===== config.mk =====
export PLATFORM = sky130hd
export DESIGN_NAME = positional_list_engine_core
export DESIGN_NICKNAME = d
export VERILOG_FILES = /design/src/ple_pkg.sv /design/src/ple_ram.sv /design/src/ple_ctrl.sv /design/src/positional_list_engine_core.sv
export SDC_FILE = /design/constraint.sdc
export NUM_CORES = 1
export LEC_CHECK = 0
export BUFFER_PORTS_ARGS = -buffer_cell sky130_fd_sc_hd__buf_2
export CORE_MARGIN = 1
export CORE_UTILIZATION = 45
export DETAILED_ROUTE_END_ITERATION = 12
export PLACE_DENSITY = 0.72
export SLEW_MARGIN = 20
export SYNTH_ARGS = -nofsm -noshare
export SYNTH_HDL_FRONTEND = slang
export SYNTH_HIERARCHICAL = 1
export SYNTH_SLANG_ARGS = --single-unit
export TNS_END_PERCENT = 1

===== constraint.sdc =====
create_clock -name clk -period 7.13 [get_ports clk]
set_clock_uncertainty 0.2 [all_clocks]
set_input_delay 0 -clock clk [delete_from_list [all_inputs] [get_ports clk]]
set_output_delay 0 -clock clk [all_outputs]
set_load 0.02 [all_outputs]

===== src/ple_pkg.sv =====
package ple_pkg;

  localparam int DEPTH = 16;
  localparam int AW    = $clog2(DEPTH);
  localparam int CW    = 5;
  localparam int VW    = 32;

  typedef enum logic [2:0] {
    OP_DUMP_ALL = 3'd0,
    OP_DUMP_TO  = 3'd1,
    OP_INSERT   = 3'd2,
    OP_DELETE   = 3'd3,
    OP_SEARCH   = 3'd4
  } opcode_t;

  typedef enum logic [2:0] {
    ST_OK       = 3'd0,
    ST_EMPTY    = 3'd1,
    ST_BADPOS   = 3'd2,
    ST_FULL     = 3'd3,
    ST_NOTFOUND = 3'd4
  } status_t;

  typedef struct packed {
    logic          we;
    logic [AW-1:0] waddr;
    logic [VW-1:0] wdata;
    logic          re;
    logic [AW-1:0] raddr;
  } mem_req_t;

  typedef struct packed {
    logic          push;
    status_t       status;
    logic [VW-1:0] value;
    logic [CW-1:0] pos;
    logic          last;
  } result_t;

endpackage


===== src/ple_ram.sv =====
module ple_ram
  import ple_pkg::*;
(
  input  logic          clk,
  input  mem_req_t      req,
  output logic [VW-1:0] rd_data
);

  logic [VW-1:0] mem [DEPTH];

  always_ff @(posedge clk) begin
    if (req.we) begin
      mem[req.waddr] <= req.wdata;
    end
  end

  // read data holds until the next read
  always_ff @(posedge clk) begin
    if (req.re) begin
      rd_data <= mem[req.raddr];
    end
  end

endmodule


===== src/ple_ctrl.sv =====
module ple_ctrl
  import ple_pkg::*;
(
  input  logic          clk,
  input  logic          rst_n,
  input  logic          in_take,
  input  logic [2:0]    opcode,
  input  logic [VW-1:0] item_value,
  input  logic [CW-1:0] position,
  input  logic          out_busy,
  input  logic [VW-1:0] rd_data,
  output mem_req_t      mem,
  output result_t       res,
  output logic [CW-1:0] count,
  output logic          idle
);

  typedef enum logic [8:0] {
    S_IDLE     = 9'b000000001,
    S_DUMP     = 9'b000000010,
    S_SRCH     = 9'b000000100,
    S_SRCH_END = 9'b000001000,
    S_INS      = 9'b000010000,
    S_INS_FIN  = 9'b000100000,
    S_DEL_GONE = 9'b001000000,
    S_DEL      = 9'b010000000,
    S_EMIT     = 9'b100000000
  } state_t;

  state_t        state_r, state_nxt;
  logic [CW-1:0] count_r, count_nxt;
  logic [AW-1:0] idx_r, idx_nxt;
  logic [CW-1:0] limit_r, limit_nxt;
  logic [CW-1:0] pos_r, pos_nxt;
  logic [VW-1:0] val_r, val_nxt;
  logic          pend_r, pend_nxt;
  logic [CW-1:0] pend_pos_r, pend_pos_nxt;
  status_t       rstat_r, rstat_nxt;
  logic [VW-1:0] rval_r, rval_nxt;
  logic [CW-1:0] rpos_r, rpos_nxt;

  logic          can_push;
  logic [CW-1:0] idx_p1;
  logic [CW:0]   cnt_p1;
  logic [CW-1:0] del_pos;
  logic          match;

  assign can_push = !out_busy;
  assign idx_p1   = CW'(idx_r) + 1'b1;
  assign cnt_p1   = {1'b0, count_r} + 1'b1;
  assign del_pos  = (count_r == CW'(1)) ? CW'(1) : position;
  assign match    = (rd_data == val_r);

  always_comb begin
    state_nxt    = state_r;
    count_nxt    = count_r;
    idx_nxt      = idx_r;
    limit_nxt    = limit_r;
    pos_nxt      = pos_r;
    val_nxt      = val_r;
    pend_nxt     = pend_r;
    pend_pos_nxt = pend_pos_r;
    rstat_nxt    = rstat_r;
    rval_nxt     = rval_r;
    rpos_nxt     = rpos_r;
    mem          = '0;
    res          = '0;
    res.status   = ST_OK;

    unique case (state_r)
      S_IDLE: begin
        if (in_take) begin
          rval_nxt = '0;
          rpos_nxt = '0;
          unique case (opcode) inside
            OP_DUMP_ALL, OP_DUMP_TO: begin
              if (count_r == '0) begin
                rstat_nxt = ST_EMPTY;
                state_nxt = S_EMIT;
              end else if (opcode == OP_DUMP_TO &&
                           (position == '0 || position > count_r)) begin
                rstat_nxt = ST_BADPOS;
                state_nxt = S_EMIT;
              end else begin
                limit_nxt = (opcode == OP_DUMP_ALL) ? count_r : position;
                idx_nxt   = '0;
                mem.re    = 1'b1;
                mem.raddr = '0;
                state_nxt = S_DUMP;
              end
            end
            OP_INSERT: begin
              val_nxt = item_value;
              if (count_r == '0) begin
                pos_nxt   = CW'(1);
                state_nxt = S_INS_FIN;
              end else if (count_r >= CW'(DEPTH)) begin
                rstat_nxt = ST_FULL;
                state_nxt = S_EMIT;
              end else if (position == '0 || {1'b0, position} > cnt_p1) begin
                rstat_nxt = ST_BADPOS;
                state_nxt = S_EMIT;
              end else begin
                pos_nxt = position;
                if (position <= count_r) begin
                  // shift tail down one slot, starting from the last entry
                  idx_nxt   = AW'(count_r - 1'b1);
                  mem.re    = 1'b1;
                  mem.raddr = AW'(count_r - 1'b1);
                  state_nxt = S_INS;
                end else begin
                  state_nxt = S_INS_FIN;
                end
              end
            end
            OP_DELETE: begin
              if (count_r == '0) begin
                rstat_nxt = ST_EMPTY;
                state_nxt = S_EMIT;
              end else if (del_pos == '0 || del_pos > count_r) begin
                rstat_nxt = ST_BADPOS;
                state_nxt = S_EMIT;
              end else begin
                pos_nxt   = del_pos;
                mem.re    = 1'b1;
                mem.raddr = AW'(del_pos - 1'b1);
                state_nxt = S_DEL_GONE;
              end
            end
            OP_SEARCH: begin
              if (count_r == '0) begin
                rstat_nxt = ST_EMPTY;
                state_nxt = S_EMIT;
              end else begin
                val_nxt   = item_value;
                limit_nxt = count_r;
                pend_nxt  = 1'b0;
                idx_nxt   = '0;
                mem.re    = 1'b1;
                mem.raddr = '0;
                state_nxt = S_SRCH;
              end
            end
            default: ;
          endcase
        end
      end

      S_DUMP: begin
        if (can_push) begin
          res.push   = 1'b1;
          res.value  = rd_data;
          res.pos    = idx_p1;
          res.last   = (idx_p1 == limit_r);
          if (idx_p1 == limit_r) begin
            state_nxt = S_IDLE;
          end else begin
            idx_nxt   = AW'(idx_p1);
            mem.re    = 1'b1;
            mem.raddr = AW'(idx_p1);
          end
        end
      end

      // a match is held back one step so the final one can carry last
      S_SRCH: begin
        if (!(match && pend_r && !can_push)) begin
          if (match && pend_r) begin
            res.push  = 1'b1;
            res.value = val_r;
            res.pos   = pend_pos_r;
          end
          if (match) begin
            pend_nxt     = 1'b1;
            pend_pos_nxt = idx_p1;
          end
          if (idx_p1 == limit_r) begin
            state_nxt = S_SRCH_END;
          end else begin
            idx_nxt   = AW'(idx_p1);
            mem.re    = 1'b1;
            mem.raddr = AW'(idx_p1);
          end
        end
      end

      S_SRCH_END: begin
        if (can_push) begin
          res.push   = 1'b1;
          res.value  = val_r;
          res.last   = 1'b1;
          res.pos    = pend_r ? pend_pos_r : '0;
          res.status = pend_r ? ST_OK : ST_NOTFOUND;
          state_nxt  = S_IDLE;
        end
      end

      S_INS: begin
        mem.we    = 1'b1;
        mem.waddr = AW'(idx_p1);
        mem.wdata = rd_data;
        if (idx_p1 == pos_r) begin
          state_nxt = S_INS_FIN;
        end else begin
          idx_nxt   = idx_r - 1'b1;
          mem.re    = 1'b1;
          mem.raddr = idx_r - 1'b1;
        end
      end

      S_INS_FIN: begin
        mem.we    = 1'b1;
        mem.waddr = AW'(pos_r - 1'b1);
        mem.wdata = val_r;
        count_nxt = count_r + 1'b1;
        rstat_nxt = ST_OK;
        rval_nxt  = val_r;
        rpos_nxt  = pos_r;
        state_nxt = S_EMIT;
      end

      S_DEL_GONE: begin
        rstat_nxt = ST_OK;
        rval_nxt  = rd_data;
        rpos_nxt  = pos_r;
        if (pos_r == count_r) begin
          count_nxt = count_r - 1'b1;
          state_nxt = S_EMIT;
        end else begin
          idx_nxt   = AW'(pos_r);
          mem.re    = 1'b1;
          mem.raddr = AW'(pos_r);
          state_nxt = S_DEL;
        end
      end

      S_DEL: begin
        mem.we    = 1'b1;
        mem.waddr = idx_r - 1'b1;
        mem.wdata = rd_data;
        if (idx_p1 == count_r) begin
          count_nxt = count_r - 1'b1;
          state_nxt = S_EMIT;
        end else begin
          idx_nxt   = AW'(idx_p1);
          mem.re    = 1'b1;
          mem.raddr = AW'(idx_p1);
        end
      end

      S_EMIT: begin
        if (can_push) begin
          res.push   = 1'b1;
          res.status = rstat_r;
          res.value  = rval_r;
          res.pos    = rpos_r;
          res.last   = 1'b1;
          state_nxt  = S_IDLE;
        end
      end

      default: state_nxt = S_IDLE;
    endcase
  end

  always_ff @(posedge clk) begin
    if (!rst_n) begin
      state_r <= S_IDLE;
      count_r <= '0;
      pend_r  <= 1'b0;
    end else begin
      state_r <= state_nxt;
      count_r <= count_nxt;
      pend_r  <= pend_nxt;
    end
  end

  always_ff @(posedge clk) begin
    idx_r      <= idx_nxt;
    limit_r    <= limit_nxt;
    pos_r      <= pos_nxt;
    val_r      <= val_nxt;
    pend_pos_r <= pend_pos_nxt;
    rstat_r    <= rstat_nxt;
    rval_r     <= rval_nxt;
    rpos_r     <= rpos_nxt;
  end

  assign count = count_r;
  assign idle  = (state_r == S_IDLE);

  a_count_range: assert property (@(posedge clk) disable iff (!rst_n)
    count_r <= CW'(DEPTH))
    else $error("entry count beyond depth");

  a_push_room: assert property (@(posedge clk) disable iff (!rst_n)
    res.push |-> !out_busy)
    else $error("result pushed into a stalled output register");

  a_idle_no_write: assert property (@(posedge clk) disable iff (!rst_n)
    (state_r == S_IDLE) |-> !mem.we)
    else $error("list memory written while idle");

  a_one_step: assert property (@(posedge clk) disable iff (!rst_n)
    $past(rst_n) && (count_r != $past(count_r)) |->
      (count_r == $past(count_r) + 1'b1) || (count_r == $past(count_r) - 1'b1))
    else $error("entry count moved by more than one");

endmodule


===== src/positional_list_engine_core.sv =====
// Channel  Handshake             Payload
// in       in_valid / in_stall   in_opcode, in_item_value, in_position
// out      out_valid / out_stall out_status, out_value, out_position,
//                                out_entry_count, out_last
//
// Dump: a memory read, then one entry per cycle while the output is not stalled.
// Search: a pass over the whole list as in a dump, then a final state for the last result.
// Insert shifts the tail down from the last entry, then writes the new value; delete
//   reads the entry that goes, then shifts the tail up. Errors go straight to the reply.
// Synchronous reset empties the list; no clearing pass is needed.
// in_stall is high while a command is in progress; a stalled output holds.
module positional_list_engine_core
  import ple_pkg::*;
(
  input  logic                 clk,
  input  logic                 rst_n,
  input  logic                 in_valid,
  output logic                 in_stall,
  input  logic [2:0]           in_opcode,
  input  logic signed [VW-1:0] in_item_value,
  input  logic [CW-1:0]        in_position,
  output logic                 out_valid,
  input  logic                 out_stall,
  output logic [2:0]           out_status,
  output logic signed [VW-1:0] out_value,
  output logic [CW-1:0]        out_position,
  output logic [CW-1:0]        out_entry_count,
  output logic                 out_last
);

  mem_req_t      mem;
  result_t       res;
  logic [VW-1:0] rd_data;
  logic [CW-1:0] count;
  logic          idle;
  logic          out_busy;

  logic          out_valid_r;
  logic [2:0]    status_r;
  logic [VW-1:0] value_r;
  logic [CW-1:0] pos_r;
  logic [CW-1:0] ecount_r;
  logic          last_r;

  assign in_stall = !idle;
  assign out_busy = out_valid_r && out_stall;

  ple_ram u_ram (
    .clk     (clk),
    .req     (mem),
    .rd_data (rd_data)
  );

  ple_ctrl u_ctrl (
    .clk        (clk),
    .rst_n      (rst_n),
    .in_take    (in_valid && !in_stall),
    .opcode     (in_opcode),
    .item_value (in_item_value),
    .position   (in_position),
    .out_busy   (out_busy),
    .rd_data    (rd_data),
    .mem        (mem),
    .res        (res),
    .count      (count),
    .idle       (idle)
  );

  always_ff @(posedge clk) begin
    if (!rst_n) begin
      out_valid_r <= 1'b0;
    end else if (res.push) begin
      out_valid_r <= 1'b1;
    end else if (!out_stall) begin
      out_valid_r <= 1'b0;
    end
  end

  // count is already final when the result leaves the controller
  always_ff @(posedge clk) begin
    if (res.push) begin
      status_r <= res.status;
      value_r  <= res.value;
      pos_r    <= res.pos;
      ecount_r <= count;
      last_r   <= res.last;
    end
  end

  assign out_valid       = out_valid_r;
  assign out_status      = status_r;
  assign out_value       = value_r;
  assign out_position    = pos_r;
  assign out_entry_count = ecount_r;
  assign out_last        = last_r;

endmodule


==> metrics, run 1 <==
sequential share of power 0.517; Logic pwr share 0.092; f_max 0.1890 GHz; Avg Inst Size Synth 18.10 um2; Worst VDD drop 0.2090 mV; post-CTS resize count 0; internal power between 7 and 8 mW; static leakage 10.07 nW; Setup Buffers After CTS 0; Root Driver clkbuf_16; max-slew violations 0; Ports 92; post-synth top area share 0.7076; Pre-antenna DRT Iters 6; Die Ht about 260 um; Final Setup Violations 0; Detailed Route Iter0 Violations 2102; Post-synth EDFFs 680; CP endpoint kind register; count of final hold-check violations 0; Total GRT Usage 0.2337; crit path from u_ctrl/count[1]; Clock Latency Late Sink between 0.6 and 0.7 ns; Yosys reg bits 696; Power per Cell Area between 200 and 300 mW/mm2; drc violations 0; CTS Buf Count 70; first-pass GRT wire length 109.2 mm; hold_buf cts 85; area grow syn2layout 16.32%; DIE AREA 0.06514 mm2; final non-filler cell total between 2000 and 3000; nets 1853; P_sw 2.246 mW; deepest clock path buffer count 3; Synth cell types 82; origin of the critical flop-to-flop path u_ctrl/count[1]; Max-Cap Viols 0; placed inst area 0.03044 mm2; Setup CP Type register to register; Cells after Synth roughly 1600; top post-synthesis cells by area edfxtp_1 71%, mux4_2 10%, a22o_1 2.9%, a22oi_1 1.7%, xnor2_1 1.4%; Hold Crit Class input port to register; met1 wire length 29.79 mm; Top Layer Used met4; Async SR Flop Fraction 0; Placeable Area 0.06320 mm2; final WL 75.07 mm; worst path required time approximately 7.3 ns; largest area contributor in the netlist edfxtp_1; Net Sw Frac 0.2424; CTS H-tree depth 3; HPWL after DPL ~41 mm; post-route cell area 0.03357 mm2; status complete, no violations; Ys Warns 6; clock power share 0.390; Worst Tran Pin Value 1.194 ns; vias per inst just over 6; gpl congestion between 0.8 and 0.9; Tot Pwr around 9.3 mW; Initial Util 0.4566; period utilization 0.7421; Buffers on Ports 91; GRT Residual Overflow 0; Final ANT Viol Nets 0; Seq/Total Area, Yosys 0.7187; Post-Route Setup TNS 0 ns; min-delay src rst_n; RSZ-0062 raised after global routing false; initial antenna violation count 1; detailed route wirelength on metal3 between 8 and 9 mm; ANT cells 0; Rel. slew slack 0.2019; # fillers a little under 5000; total clock sinks between 600 and 700; TritonCTS clock tree yes; FP Rows 92; vias 16732; vias in the first global route 16386; CP Data Arrival Time ~5.4 ns; placed cells 2473; pin count of the biggest net entering global routing 129; Final Critical Period 5.291 ns; Post-synth top flop edfxtp_1; synthesized area ~0.029 mm2; Post-Syn Nets around 1700; metal2 WL between 30 and 40 mm; width of the die 255.2 um; Core Util, Final 0.5311; Routed WL per cell 27.98 um; share of cells above drive strength 1 0.2270; critical path peak fanout 38; clk slew on worst S/H paths roughly 0.06 ns; startpoint type of the worst setup path register
## cell usage after synthesis, drive strengths merged (6+ instances only)
library cell,count
and2,12
nand4,13
a31o,6
xor2,15
ha,24
a21o,33
nor2b,15
clkbuf,51
dfxtp,16
nor2,54
inv,23
a22oi,64
nand2,63
a21oi,39
o21ai,23
xnor2,47
edfxtp,680
nand3,15
a22o,97
buf,44
nor3,27
mux4,128
and3,7
## final timing paths
kind | to | slack [ns] | cells past startpoint
min | u_ctrl/state_r[8] | 0.04 | 3
max | u_ram/rd_data[3] | 1.84 | 15
min reg2reg | out_position[4] | 0.36 | 1
max reg2reg | u_ram/rd_data[3] | 1.84 | 15
## cell usage in the layout (no fill, tap or decap), types with 22 or more instances in the layout
cell,Yosys,final
clkbuf_16,0,73
dlygate4sd3_1,0,85
nor3_1,27,22
xnor2_1,46,46
buf_4,9,34
a22o_1,97,97
a21oi_1,37,34
nor2_1,53,39
a22oi_1,64,64
inv_1,23,23
mux4_2,128,128
edfxtp_1,680,680
ha_1,24,24
nand2_1,61,61
buf_2,18,91
a21o_1,33,33
## critical path, cell delays in order, from the launching register on
cell and delay (ns):
dfxtp_1 0.44, inv_1 0.27, ha_1 0.18, nor4b_2 0.54, and2b_1 0.28, ha_1 0.29
a21oi_1 0.15, o221a_2 0.24, o211ai_2 0.17, nor2_1 0.19, a222oi_1 0.12, o211ai_1 0.27
buf_4 0.69, mux4_2 0.60, a22oi_1 0.22, nand2_1 0.10
## routing by layer
metal	up-vias	GRT usage
li1	6911	-
met1	8577	0.3370
met2	1110	0.3682
met3	134	0.04231
met4	0	0.06074
met5	-	0
## power groups by stage
stage	Clock [mW]	Sequential [mW]	Combinational, mW
finish	3.62	4.79	0.857
global route	3.82	4.81	0.902
CTS	3.67	4.79	0.846
detailed placement	0	4.87	0.802
global placement	0	4.87	0.801
floorplan	0	4.88	0.486
## flip-flops by register name (all words and copies together), names as in the netlist, 3 cells and up
signal and flops:
out_entry_count 5, out_position 5, out_status 3, out_value 32
u_ctrl/count 5, u_ctrl/idx_r 4, u_ctrl/limit_r 5, u_ctrl/pend_pos_r 5
u_ctrl/pos_r 5, u_ctrl/rpos_r 5, u_ctrl/rval_r 32, u_ctrl/state_r 9
u_ctrl/val_r 32, u_ram/mem 512, u_ram/rd_data 32
## logic make-up after synthesis
family,Yosys count,share of synthesized area
and+or+nand+nor,247,0.04501
buffers and inverters,118,0.01838
DFF,696,0.7187
adders and majority gates,24,0.01041
muxes,136,0.1028
xor gates and xnor gates,66,0.02224
AOI/OAI and AO/OA,307,0.08238
## final cells by class
cell class                 instances  area [um2]  share of cell area
inverter                          23       86.33            0.002572
clock inverter                    34       339.1             0.01010
timing repair buffer             214        1649             0.04913
sequential                       696       20740              0.6179
multi-input combinational        780        7792              0.2322
tap                              846        1059             0.03154
clock buffer                      90        1901             0.05662
## metrics by stage
stage	hold slack, ns	setup WS [ns]
after floorplan	-0.1011	1.742
after global placement	-0.02134	1.833
after detailed placement	-0.02156	1.545
after CTS	0.008038	1.502
after global routing	0.05065	1.457
final	0.04105	1.839
(Power assumes the default switching activity.)
==> inputs of run 2 (changes only) <==
PLACE_DENSITY = 0.74   (was 0.72)
clock period = 4.3 ns   (was 7.13 ns; I/O delays follow)
==> run 2 against run 1 <==
  * The flow now finishes with violations (negative setup slack)
  * Non-clock buffer count grew 80
  * Fmax grew 20%
  * Power grew 68%
  * Worst setup slack lost 2.0 ns
  * Sequential power grew 66%
  * Largest power group unchanged
==> metrics, run 2 (synthesis gave the netlist of run 1 again) <==
FP Rows 92; initial antenna violation count 0; CP Data Arrival Time 4.58 ns; area grow syn2layout 21.73%; Pre-antenna DRT Iters 7; Routed WL per cell ~28 um; GRT Residual Overflow 0; Final ANT Viol Nets 0; Power per Cell Area roughly 440 mW/mm2; gpl congestion 0.9347; CTS H-tree depth 3; Rel. slew slack 0.3578; deepest clock path buffer count 3; post-route cell area 0.03513 mm2; largest reg by FF count u_ram/mem; Hold WS ~0.041 ns; commonest non-fill, non-tap cells in the layout 680 x edfxtp_1, 128 x mux4_2, 97 x a22o_1; origin of the critical flop-to-flop path u_ram/rd_data[25]; status complete, but fails checks; Critical path buffers and inverters 4; Top delay family on crit path simple AND/OR/NAND/NOR gates; Ports 92; Place WS -0.09979 ns; period utilization 1.029; vias per inst 6.189; setup ws final -0.1257 ns; nets 1934; min-delay src rst_n; critical path peak fanout 6; CP peak stage delay around 0.6 ns; HPWL after DPL 42.80 mm; Final Setup Violations 30; share of cells above drive strength 1 0.2943; Tot Pwr 15.59 mW; Clock Latency Late Sink 0.62 ns; ANT cells 0; pin count of the biggest net entering global routing 44; Initial Util 0.4566; clk slew on worst S/H paths 0.06 ns; Worst Tran Pin Value 0.9559 ns; Total GRT Usage 0.2422; CTS Buf Count 71; first-pass GRT wire length 113.1 mm; Placeable Area approximately 0.063 mm2; width of the die 255.2 um; worst path required time 4.45 ns; DIE AREA 0.06514 mm2; count of final hold-check violations 0; Final Critical Period 4.426 ns; Crit-path slowest cell nor4_1; final WL 78.42 mm; Setup CP Type register to register; Root Driver clkbuf_16; crit-path cells xnor2_1 > nand4_1 > nor4_1 > buf_4 > a31oi_1 > o21bai_1 > and2b_1 > o211ai_1 > buf_6 > buf_6 > clkbuf_16 > mux4_2 > a22oi_1 > nand2_1; Die Ht between 200 and 300 um; most common cell after layout, fill and taps aside edfxtp_1; Max-Cap Viols 0; Detailed Route Iter0 Violations roughly 2000; CP endpoint kind register; CP most frequent cell buf_6; startpoint type of the worst setup path register; RSZ-0062 raised after global routing true; crit path from u_ram/rd_data[25]; Worst VDD drop 0.5390 mV; Buffers on Ports 91; TritonCTS clock tree yes; total clock sinks slightly below 700; f_max 0.2260 GHz; vias 17119; drc violations 0; static leakage about 11 nW; max-slew violations 0; placed inst area 0.03138 mm2; Largest register FFs 512; Hold Crit Class input port to register; vias in the first global route 17267; failing checks negative setup slack
## run 2: changes by cell type in the layout (fill, tap and decap cells not counted), sizes merged
cell         previous run  this run
clkinv                 22        33
dlygate4sd3            85        82
clkbuf                 90        86
buf                   129       207
bufinv                  4         6
clkinvlp                4         3
## run 2: timing repair
action | 4_1_cts | 5_1_grt
endpoints found under the setup margin | 32 | 32
gates cloned | 3 | 5
pin swaps | 5 | 33
resized for setup | 16 | 74
hold endpoints to repair | 129 | 0
setup buffers | 4 | 3
hold buffers | 82 | 0
## run 2: metal layers
metal / wire [um] / track usage
met1: 29160 / 0.3234
met5: 0 / 0
met4: 2639 / 0.08879
met3: 8511 / 0.05421
met2: 38100 / 0.3906
## run 2: tightest hold or removal path, stage by stage
cell and delay (ns):
dlygate4sd3_1 0.52, buf_2 0.13, a32o_1 0.15
## run 2: cell type report
cell class,instances,area (um2)
Fill cell,4676,28070
Sequential cell,696,20740
Multi-Input combinational cell,780,8102
Timing Repair Buffer,294,2814
Clock buffer,81,1878
Tap cell,846,1059
Clock inverter,46,442.9
Inverter,23,86.33
## run 2: stage by stage
stage	util	TNS [ns]	cells
4_1_cts	0.5488	0	2760
5_1_grt	0.5558	-2.761	2766
3_3_place_gp	0.4965	-0.2450	2544
3_5_place_dp	0.4965	-1.097	2544
6_report	0.5558	-1.063	2766
2_1_floorplan	-	-90.63	1594
## run 2: report_power, final
group / internal (mW) / total, mW / switching [mW]
Sequential: 7.77 / 7.94 / 0.168
Clock: 3.53 / 6.14 / 2.61
Combinational: 0.552 / 1.51 / 0.961
Total: 11.8 / 15.6 / 3.74
## run 2: worst paths after layout
kind | end | slack [ns] | cells past startpoint
min | u_ctrl/state_r[8] | 0.04 | 3
min reg2reg | u_ctrl/state_r[2] | 0.34 | 2
max reg2reg | u_ram/rd_data[19] | -0.13 | 14
max | u_ram/rd_data[19] | -0.13 | 14
==> inputs of run 3 (changes only) <==
BUFFER_PORTS_ARGS = not set   (was -buffer_cell sky130_fd_sc_hd__buf_2)
DONT_BUFFER_PORTS = 1   (was not set)
PLACE_DENSITY = 0.73   (was 0.74)
==> run 3 against run 2 <==
  * The flow still finishes with violations (negative setup slack)
  * Fmax is 2.9% higher
  * Sequential share of layout area increased by 0.48 points
  * Sequential power rose by 1%
  * Register-to-register slack better by 0.12 ns
  * Via count decreased by 1.9%
  * Clock power grew 0.8%
  * Cell area shrank 0.80%
  * Die area unchanged
  * Largest power group unchanged
==> metrics, run 3 (synthesis gave the netlist of run 1 again) <==
status complete, but fails checks; failing checks negative setup slack; placed cells roughly 2500; startpoint type of the worst setup path register; Final Critical Period 4.302 ns; min-delay src in_position[4]; clock power share 0.396; share of cells above drive strength 1 0.2652; deepest clock path buffer count 3; commonest non-fill, non-tap cells in the layout 680 x edfxtp_1, 128 x mux4_2, 97 x a22o_1; Clock Latency Late Sink about 0.62 ns; Logic pwr share 0.090; critical path peak fanout 33; CP endpoint kind register; DIE AREA ~0.065 mm2; Buffers on Ports 0; Detailed Route Iter0 Violations 2053; period utilization 1.001; Max-Cap Viols 0; Power per Cell Area between 400 and 500 mW/mm2; Final ANT Viol Nets 0; Placeable Area 0.06320 mm2; WHS Path Cells 7; CTS H-tree depth 3; Net Sw Frac 0.2387; hold path endpoint u_ctrl/state_r[4]; Rel. slew slack 0.3890; Pre-antenna DRT Iters 6; pin count of the biggest net entering global routing 48; CP Data Arrival Time 4.45 ns; count of final hold-check violations 0; vias per inst 6.254; Root Driver clkbuf_16; setup ws final -0.002363 ns; HPWL after DPL approximately 44 mm; placed inst area 0.03099 mm2; Place WS -0.07557 ns; RR Endpoint u_ram/rd_data[22]; P_sw roughly 3.7 mW; CP most frequent cell buf_4; crit-path cells inv_2 > ha_4 > nor4b_4 > buf_4 > and2b_2 > ha_4 > a21oi_1 > o221a_4 > o211ai_2 > buf_4 > buf_4 > nor3_1 > a211oi_1 > o211ai_1 > buf_12 > buf_12 > mux4_2 > a22oi_2 > nand2_1; final WL 77.97 mm; CP peak stage delay 0.36 ns; static leakage 10.44 nW; width of the die about 260 um; post-route cell area 0.03484 mm2; clk slew on worst S/H paths 0.06 ns; Worst VDD drop 0.3462 mV; worst path required time approximately 4.5 ns; initial antenna violation count 2; FF-to-FF path depth 19; CTS Buf Count 71; Final Setup Violations 1; vias 16799; GRT Residual Overflow 0; gpl congestion 0.9721; total clock sinks 696; final non-filler cell total about 2700; nets 1855; most common cell after layout, fill and taps aside edfxtp_1; Initial Util 0.4566; Die Ht approximately 260 um; RSZ-0062 raised after global routing true; Largest register FFs 512; vias in the first global route 16852; area grow syn2layout 20.75%; internal power between 10 and 15 mW; first-pass GRT wire length around 110 mm; f_max 0.2324 GHz; Total GRT Usage 0.2405; Routed WL per cell a little under 30 um; drc violations 0; sequential share of power 0.513; Setup CP Type register to register; FP Rows 92; ANT cells 0; Ports 92; origin of the critical flop-to-flop path u_ctrl/count[1]; largest reg by FF count u_ram/mem; max-slew violations 0; TritonCTS clock tree yes; R2R Setup Slk -0.002 ns; Hold Crit Class input port to register; Crit-path slowest cell mux4_2; Worst Tran Pin Value 0.9130 ns
run 3: changes by cell type in the layout (fill, tap and decap cells not counted), sizes merged:
cell,delta
buf,-85
clkinv,-10
clkbuf,+8
dlygate4sd3,+4
bufinv,+2
clkinvlp,+1
run 3: how the worst max path moves through the flow:
| stage | from | endpoint | slack [ns] | depth (start not counted) |
|---|---|---|---|---|
| 6_report | u_ctrl/count[1] | u_ram/rd_data[22] | -0.002 | 19 |
| 5_1_grt | u_ctrl/count[1] | u_ram/rd_data[23] | -0.16 | 19 |
| 4_1_cts | u_ctrl/val_r[14] | u_ram/rd_data[18] | 0.002 | 13 |
| 3_5_place_dp | u_ctrl/count[0] | u_ram/rd_data[2] | -0.08 | 16 |
| 3_3_place_gp | u_ctrl/count[0] | u_ram/rd_data[22] | 0.007 | 16 |
| 2_1_floorplan | u_ctrl/state_r[3] | u_ram/mem[8][0] | -0.77 | 10 |
run 3: worst max-delay path, delay by kind of cell, from the launching register on:
family,cells,cell delay [ns]
AO/OA/AOI/OAI,6,0.94
adder cells (fa/ha/maj),2,0.39
buffers and inverters,6,0.99
flip-flops,1,0.33
multiplexers,1,0.36
AND/OR/NAND/NOR,4,0.80
run 3: power by group through the flow:
stage	Sequential (mW)	Combinational, mW	Clock [mW]
global route	8.05	1.49	6.51
finish	8.02	1.41	6.19
global placement	8.15	1.27	0
detailed placement	8.16	1.29	0
CTS	8.02	1.38	6.24
floorplan	8.09	0.808	0
run 3: area by class of cell:
type,count,area (um2)
inverter,23,86.33
clock inverter,39,459.2
sequential,696,20750
tap,846,1059
multi-input combinational,780,8140
fill,4704,28350
timing repair buffer,215,2496
clock buffer,87,1858
run 3: per-layer routing:
| metal | wire length [um] | vias to the layer above | GRT usage |
|---|---|---|---|
| li1 | - | 6919 | - |
| met1 | 29690 | 8661 | 0.3173 |
| met2 | 38410 | 1057 | 0.4004 |
| met3 | 7746 | 162 | 0.05471 |
| met4 | 2121 | 0 | 0.06809 |
| met5 | 0 | - | 0 |
run 3: repair_timing:
item	in CTS	in global routing
setup buffers	4	6
endpoints found under the setup margin	32	32
cloned	2	6
hold endpoints to repair	165	0
pin swaps	1	36
gates resized for setup	12	76
hold buffers	86	0
run 3: through the flow:
step                setup TNS [ns]  power (mW)  utilization  hold WS (ns)
floorplan                   -90.63       8.898            -       -0.1011
CTS                              0       15.63       0.5425       0.02545
global route                -2.727       16.05       0.5514       0.09844
detailed placement         -0.9367       9.450       0.4904       -0.1011
finish                   -0.002363       15.63       0.5514       0.05733
global placement                 0       9.420       0.4897       -0.1011
